[src/vsp_pkg.sv]
// shared types, constants and helpers for the varispeed sample player
package vsp_pkg;

    localparam int STORE_DEPTH = 65536;
    localparam int SAMPLE_BITS = 16;
    localparam int ADDR_W      = $clog2(STORE_DEPTH);

    // multiplier operand and result widths
    localparam int MUL_A_W = (SAMPLE_BITS + 2 > 18) ? SAMPLE_BITS + 2 : 18;
    localparam int MUL_B_W = 18;
    localparam int PROD_W  = MUL_A_W + MUL_B_W;
    // interpolated sample in Q16 and the gain-scaled value
    localparam int Q16_W   = SAMPLE_BITS + 18;
    localparam int SCALE_W = SAMPLE_BITS + 3;
    localparam int TOTAL_W = PROD_W + 17;

    localparam int IN_DATA_W  = 104;
    localparam int OUT_DATA_W = 40;
    localparam int CFG_IDX_W  = 3;
    localparam int CFG_DATA_W = 32;

    localparam logic [16:0] GAIN_MAX    = 17'h10000;
    localparam logic [15:0] PITCH_MIN   = 16'd8192;
    localparam logic [15:0] PITCH_MAX   = 16'd32768;
    localparam logic [15:0] PITCH_UNITY = 16'd16384;

    typedef enum logic [1:0] {
        OP_WRITE  = 2'd0,
        OP_RENDER = 2'd1,
        OP_SEEK   = 2'd2,
        OP_NOP    = 2'd3
    } op_t;

    typedef enum logic [CFG_IDX_W-1:0] {
        CFG_GAIN         = 3'd0,
        CFG_PITCH        = 3'd1,
        CFG_SAMPLE_COUNT = 3'd2,
        CFG_CLIP_START   = 3'd3,
        CFG_CLIP_LENGTH  = 3'd4,
        CFG_PLAY_ENABLE  = 3'd5
    } cfg_idx_t;

    typedef enum logic [3:0] {
        ST_IDLE,
        ST_SEEK_SUB,
        ST_SEEK_SET,
        ST_RD_LO,
        ST_RD_HI,
        ST_MUL_LO,
        ST_MUL_HI,
        ST_ACC,
        ST_GAIN_LO,
        ST_GAIN_HI,
        ST_GAIN_SUM,
        ST_OUT
    } state_t;

    typedef enum logic [2:0] {
        MUL_NONE,
        MUL_S0,
        MUL_S1,
        MUL_GAIN_LO,
        MUL_GAIN_HI
    } mul_sel_t;

    typedef enum logic [1:0] {
        ACC_NONE,
        ACC_UNITY,
        ACC_LOAD,
        ACC_ADD
    } acc_sel_t;

    typedef struct packed {
        logic     in_ready;
        logic     seek_sub;
        logic     seek_set;
        logic     rd_en;
        logic     rd_next;
        logic     ld_sound;
        logic     ld_s0;
        mul_sel_t mul_sel;
        acc_sel_t acc_sel;
        logic     ld_lo;
        logic     ld_scale;
        logic     out_load;
    } cmd_t;

    typedef struct packed {
        logic sound;
        logic unity;
        logic out_free;
    } status_t;

    // clamp a 16-bit written value to the stored sample width
    function automatic logic signed [SAMPLE_BITS-1:0] sat_sample(
        input logic signed [15:0] v
    );
        int x;
        int hi;
        int lo;
        x  = int'(v);
        hi = (1 << (SAMPLE_BITS - 1)) - 1;
        lo = -hi - 1;
        if (x > hi)
        begin
            x = hi;
        end
        if (x < lo)
        begin
            x = lo;
        end
        return SAMPLE_BITS'(x);
    endfunction

endpackage

[src/vsp_ctrl.sv]
// sequencing state machine for write, seek and render requests
module vsp_ctrl (
    input  logic             clk,
    input  logic             rst_n,
    input  logic             in_valid,
    input  vsp_pkg::op_t     in_op,
    input  vsp_pkg::status_t status,
    output vsp_pkg::cmd_t    cmd
);

    vsp_pkg::state_t state_reg;
    vsp_pkg::state_t state_next;

    always_ff @(posedge clk or negedge rst_n)
    begin
        if (!rst_n)
        begin
            state_reg <= vsp_pkg::ST_IDLE;
        end
        else
        begin
            state_reg <= state_next;
        end
    end

    always_comb
    begin
        state_next  = state_reg;
        cmd         = '0;
        cmd.mul_sel = vsp_pkg::MUL_NONE;
        cmd.acc_sel = vsp_pkg::ACC_NONE;
        unique case (state_reg)
            vsp_pkg::ST_IDLE:
            begin
                cmd.in_ready = 1'b1;
                if (in_valid)
                begin
                    unique case (in_op)
                        vsp_pkg::OP_RENDER: state_next = vsp_pkg::ST_RD_LO;
                        vsp_pkg::OP_SEEK:   state_next = vsp_pkg::ST_SEEK_SUB;
                        default:            state_next = vsp_pkg::ST_IDLE;
                    endcase
                end
            end
            vsp_pkg::ST_SEEK_SUB:
            begin
                cmd.seek_sub = 1'b1;
                state_next   = vsp_pkg::ST_SEEK_SET;
            end
            vsp_pkg::ST_SEEK_SET:
            begin
                cmd.seek_set = 1'b1;
                state_next   = vsp_pkg::ST_IDLE;
            end
            vsp_pkg::ST_RD_LO:
            begin
                cmd.ld_sound = 1'b1;
                if (status.sound)
                begin
                    cmd.rd_en  = 1'b1;
                    state_next = vsp_pkg::ST_RD_HI;
                end
                else
                begin
                    state_next = vsp_pkg::ST_OUT;
                end
            end
            vsp_pkg::ST_RD_HI:
            begin
                cmd.ld_s0 = 1'b1;
                if (status.unity)
                begin
                    // unity pitch takes the sample as it is
                    cmd.acc_sel = vsp_pkg::ACC_UNITY;
                    state_next  = vsp_pkg::ST_GAIN_LO;
                end
                else
                begin
                    cmd.rd_en   = 1'b1;
                    cmd.rd_next = 1'b1;
                    state_next  = vsp_pkg::ST_MUL_LO;
                end
            end
            vsp_pkg::ST_MUL_LO:
            begin
                cmd.mul_sel = vsp_pkg::MUL_S0;
                state_next  = vsp_pkg::ST_MUL_HI;
            end
            vsp_pkg::ST_MUL_HI:
            begin
                cmd.mul_sel = vsp_pkg::MUL_S1;
                cmd.acc_sel = vsp_pkg::ACC_LOAD;
                state_next  = vsp_pkg::ST_ACC;
            end
            vsp_pkg::ST_ACC:
            begin
                cmd.acc_sel = vsp_pkg::ACC_ADD;
                state_next  = vsp_pkg::ST_GAIN_LO;
            end
            vsp_pkg::ST_GAIN_LO:
            begin
                cmd.mul_sel = vsp_pkg::MUL_GAIN_LO;
                state_next  = vsp_pkg::ST_GAIN_HI;
            end
            vsp_pkg::ST_GAIN_HI:
            begin
                cmd.mul_sel = vsp_pkg::MUL_GAIN_HI;
                cmd.ld_lo   = 1'b1;
                state_next  = vsp_pkg::ST_GAIN_SUM;
            end
            vsp_pkg::ST_GAIN_SUM:
            begin
                cmd.ld_scale = 1'b1;
                state_next   = vsp_pkg::ST_OUT;
            end
            vsp_pkg::ST_OUT:
            begin
                if (status.out_free)
                begin
                    cmd.out_load = 1'b1;
                    state_next   = vsp_pkg::ST_IDLE;
                end
            end
            default:
            begin
                state_next = vsp_pkg::ST_IDLE;
            end
        endcase
    end

endmodule

[config.mk]
export PLATFORM = sky130hd
export DESIGN_NAME = vsp_ctrl
export DESIGN_NICKNAME = d
export VERILOG_FILES = /design/src/vsp_pkg.sv /design/src/vsp_ctrl.sv
export SDC_FILE = /design/constraint.sdc
export NUM_CORES = 1
export LEC_CHECK = 0
export BUFFER_PORTS_ARGS = -buffer_cell sky130_fd_sc_hd__buf_2
export CORE_UTILIZATION = 35
export CTS_BUF_LIST = sky130_fd_sc_hd__clkbuf_8
export CTS_CLUSTER_DIAMETER = 150
export DETAILED_ROUTE_END_ITERATION = 6
export GPL_TIMING_DRIVEN = 0
export PLACE_DENSITY_LB_ADDON = 0.05
export SYNTH_ARGS = -nofsm -noshare
export SYNTH_HDL_FRONTEND = slang
export SYNTH_SLANG_ARGS = --single-unit
export TNS_END_PERCENT = 50
[constraint.sdc]
create_clock -name clk -period 1.4 [get_ports clk]
set_input_delay 0.07 -clock clk [delete_from_list [all_inputs] [get_ports clk]]
set_output_delay 0.07 -clock clk [all_outputs]
set_load 0.1 [all_outputs]
==> impl_results.md, run 1 <==
- Commonest cells post-synth: nor2_1 (8), a21oi_1 (7), nor3_1 (7), buf_2 (4), dfrtp_1 (4)
- Async SR Flop Fraction: 100%
- Die width: about 39 um
- Clock sink total: 4
- Yosys cell types: 32
- H-tree Lvls: 1
- Worst_ep kind: top-level output
- Placed cell areas: 792 um^2
- Largest area contributor in the netlist: dfrtp_1
- Yosys top cell area share: around a fifth
- Root buffer cell: clkbuf_8
- Ys Warns: 0
- Initial Utilization: between 40% and 50%
- Stopped at: global routing
- IO buf count: 22
- CTS buffer count: 3
- Most instantiated library cell after synthesis: nor2_1
- Dpl cells: between 100 and 150
- Die Span Y: roughly 40 um
- Seq cells post-synth: 4
- Cell Area, Synth: roughly 480 um^2
- Error: [ERROR DPL-0038] Utilization greater than 100%, impossible to legalize
- Largest net degree at the start of global routing: 11
- Final HPWL from detailed placement: roughly 1.1 mm
- Place WS: -0.234 ns
- Mean area per synthesized cell: around 7.3 um^2
- Status: aborted with a tool error
- Syn_nets: between 70 and 80
- IO Count: 23
- GRT worst endpoint: cmd[5]
- GP Congestion: 0.834
- Sequential area share after synthesis: 20.8%
- Ys flop type: dfrtp_1
- EDFF count, synth: 0
- Site Rows: 12
- Max clock buf depth: 2
- Post-synthesis cell count: 66
- Top area cells in the synthesized netlist: dfrtp_1 (21%), a21oi_1 (7.3%), nor3_1 (7.3%), nor2_1 (6.3%), buf_6 (4.7%)
-- kinds of logic after synthesis --
group	count (synthesis)	share of synthesized area [%]
DFF	4	20.8
AOI/OAI and AO/OA	15	19.8
buffers and inverters	9	12.0
adders and majority gates	1	2.60
and+or+nand+nor	37	44.8
-- metrics by stage --
stage | TNS [ns] | utilization [%] | hold WS [ns]
detailed placement | -0.889 | 66.8 | -0.118
CTS | -0.591 | 93.7 | 0.177
global placement | -0.721 | 66.8 | -0.126
floorplan | -2.91 | - | -0.226
-- timing repair --
| action | in CTS |
|---|---|
| setup buffers | 9 |
| setup endpoints to repair | 15 |
| endpoints found under the hold margin | 4 |
| hold buffers | 1 |
| gates resized for setup | 57 |
| pin swaps | 6 |
==> run 2: changes to the inputs <==
Settings changed: CORE_AREA set to 2 2 63 65, CORE_UTILIZATION 35 to unset, CTS_BUF_LIST sky130_fd_sc_hd__clkbuf_8 to unset, CTS_CLUSTER_DIAMETER 150 to unset, DIE_AREA set to 0 0 65 67, PLACE_DENSITY_LB_ADDON 0.05 to 0.15.
==> impl_results.md, run 2 <==
- CP Cell Sequence: buf_6 > or3_4 > a21oi_4 > buf_12
- Fin crit share: 109%
- Reg2reg setup slack: around 0.010 ns
- Cell Area, Synth: 480 um^2 (unchanged)
- Placed cell areas: 835 um^2 (+5.4%)
- MaxCap Viol Count: 0
- Die Span Y: 67 um (+72%)
- Mean area per synthesized cell: 7.28 um^2 (unchanged)
- Status: finished with violations
- Clock sink total: 4 (unchanged)
- Yosys cell types: 32 (unchanged)
- CP Launch Type: flip-flop
- P&R area growth vs syn: 159%
- Crit path arrival time: roughly 1.5 ns
- IO Count: 23 (unchanged)
- Ys flop type: dfrtp_1
- Total grt overflow: 0
- Post-Route WL: about 1.9 mm
- Site Rows: 22 (+10)
- H-tree Lvls: 1 (unchanged)
- Die width: 65 um (+66%)
- Required @ worst endpoint: around 1.3 ns
- Crit path kind: reg2out
- Worst-Margin Slew: between 0.2 and 0.3 ns
- Clk_skew: 0.00266 ns
- CTS buffer count: 3 (unchanged)
- Seq cells post-synth: 4 (unchanged)
- Slew Limit Fails: 0
- Diodes inserted: 0
- Failing checks: setup timing
- Async SR Flop Fraction: 100% (unchanged)
- Fillers: 370
- Ys Warns: 0 (unchanged)
- Final Setup Violations: 10
- Vias per cell: roughly 4.2
- RSZ-0062 raised after global routing: true
- Final ANT Viol Nets: 0
- Final nets: 119
- Top area cells in the synthesized netlist: dfrtp_1 (21%), a21oi_1 (7.3%), nor3_1 (7.3%), nor2_1 (6.3%), buf_6 (4.7%)
- Most instantiated library cell after synthesis: nor2_1
- Share of cells above drive strength 1: between 60 and 70%
- CTS tree: done
- Root buffer cell: clkbuf_8
- Fmax: 0.653 GHz
- Final WS setup: -0.131 ns
- Vias in the first global route: ~650
- Initial Utilization: 13.3% (-27 points)
- EDFF count, synth: 0 (unchanged)
- Post-synthesis cell count: 66 (unchanged)
- Syn_nets: 75 (unchanged)
- Fin Hold WS: 0.188 ns
- Clock Latency Late Sink: about 0.22 ns
- Global-route wire length before repair: between 3 and 4 mm
- Critical path's slowest cell: dfrtp_1
- GRT Overall Usage: 9.50%
- Commonest cells post-synth: nor2_1 (8), a21oi_1 (7), nor3_1 (7), buf_2 (4), dfrtp_1 (4)
- Avg WL per Cell: 12.3 um
- Largest stage delay on the critical path: approximately 0.38 ns
- Most common cell after layout, fill and taps aside: buf_4
- Initial antenna violation count: 0
- Place WS: -0.259 ns (-0.0245 ns)
- Tightest Hold Check Type: in2async
- Crit end category: output port
- Max reg flops: 4
- Largest area contributor in the netlist: dfrtp_1
- Max-slew headroom: 82.3%
- Period minus WS final: approximately 1.5 ns
- Clock-pin slew of the registers on the worst-case setup and hold paths: about 0.030 ns
- Most frequent cells in the layout: buf_4 (16), buf_12 (14), buf_2 (7)
- Max clock buf depth: 2 (unchanged)
- Final instance area: between 1000 and 1500 um^2
- Sequential area share after synthesis: 20.8% (unchanged)
- Die area: around 4400 um^2
- IO buf count: 22 (unchanged)
- Core area: about 3600 um^2
- GP Congestion: 0.714 (-14%)
- Final Hold Fails: 0
- Final HPWL from detailed placement: 1.35 mm (+24%)
- CP max FO: 6
- Drt first pass iters: 4
- Yosys top cell area share: 20.8% (unchanged)
- Largest net degree at the start of global routing: 11
- Post-detailed-route DRC marker count: 0
- Vias after detailed routing: 653
- Iteration-0 DRC Markers: 9
## run 2: worst paths after layout
kind,cells past startpoint,end,from
min,2,state_reg[2],rst_n
max reg2reg,5,state_reg[0],state_reg[3]
min in group clk,4,state_reg[3],status[2]
min reg2reg,4,state_reg[0],state_reg[3]
max in group asynchronous,2,state_reg[1],rst_n
max,4,cmd[5],state_reg[2]
## run 2: cell type report
cell class | instances | area [um^2] | share of cell area [%]
buffer | 7 | 118 | 9.46
clock buffer | 3 | 41.3 | 3.32
inverter | 2 | 15.0 | 1.21
multi-input combinational | 53 | 475 | 38.2
sequential | 4 | 101 | 8.15
tap | 48 | 60.1 | 4.83
timing repair buffer | 39 | 433 | 34.8
## run 2: metrics by stage
stage,utilization [%],TNS [ns],std cells
finish,34.5,-0.852,156
global placement,23.1,-1.26,136
CTS,32.1,-0.862,151
global route,34.5,-1.73,156
detailed placement,23.1,-1.11,136
floorplan,-,-2.91,66
## run 2: cell families after synthesis
group / share of synthesized area [%]
buffers and inverters: 12.0
AND/OR/NAND/NOR: 44.8
adder cells (fa/ha/maj): 2.60
flip-flops: 20.8
AO/OA/AOI/OAI: 19.8
## run 2: worst max-delay path: cells and delay by family (launching register included)
kind	cells	cell delay [ns]
buffers and inverters	2	0.33
flip-flops	1	0.38
AO/OA/AOI/OAI	1	0.16
AND/OR/NAND/NOR	1	0.37
## run 2: layer usage
layer / GRT usage (%) / share of wire [%]
met5: 0 / 0
met4: 1.60 / 0
met3: 3.72 / 5.8
met2: 14.8 / 51
met1: 12.5 / 43
## run 2: repair_timing
action | CTS | global route
hold buffers | 1 | 0
gates resized for setup | 53 | 12
setup endpoints to repair | 15 | 16
pin swaps | 3 | 4
endpoints found under the hold margin | 4 | 0
setup buffers | 11 | 5
gates cloned | 0 | 0
Power of run 2 is left out: the tool's default activity adds up to more than one toggle a clock period on the data nets, which glitch-free logic cannot reach.
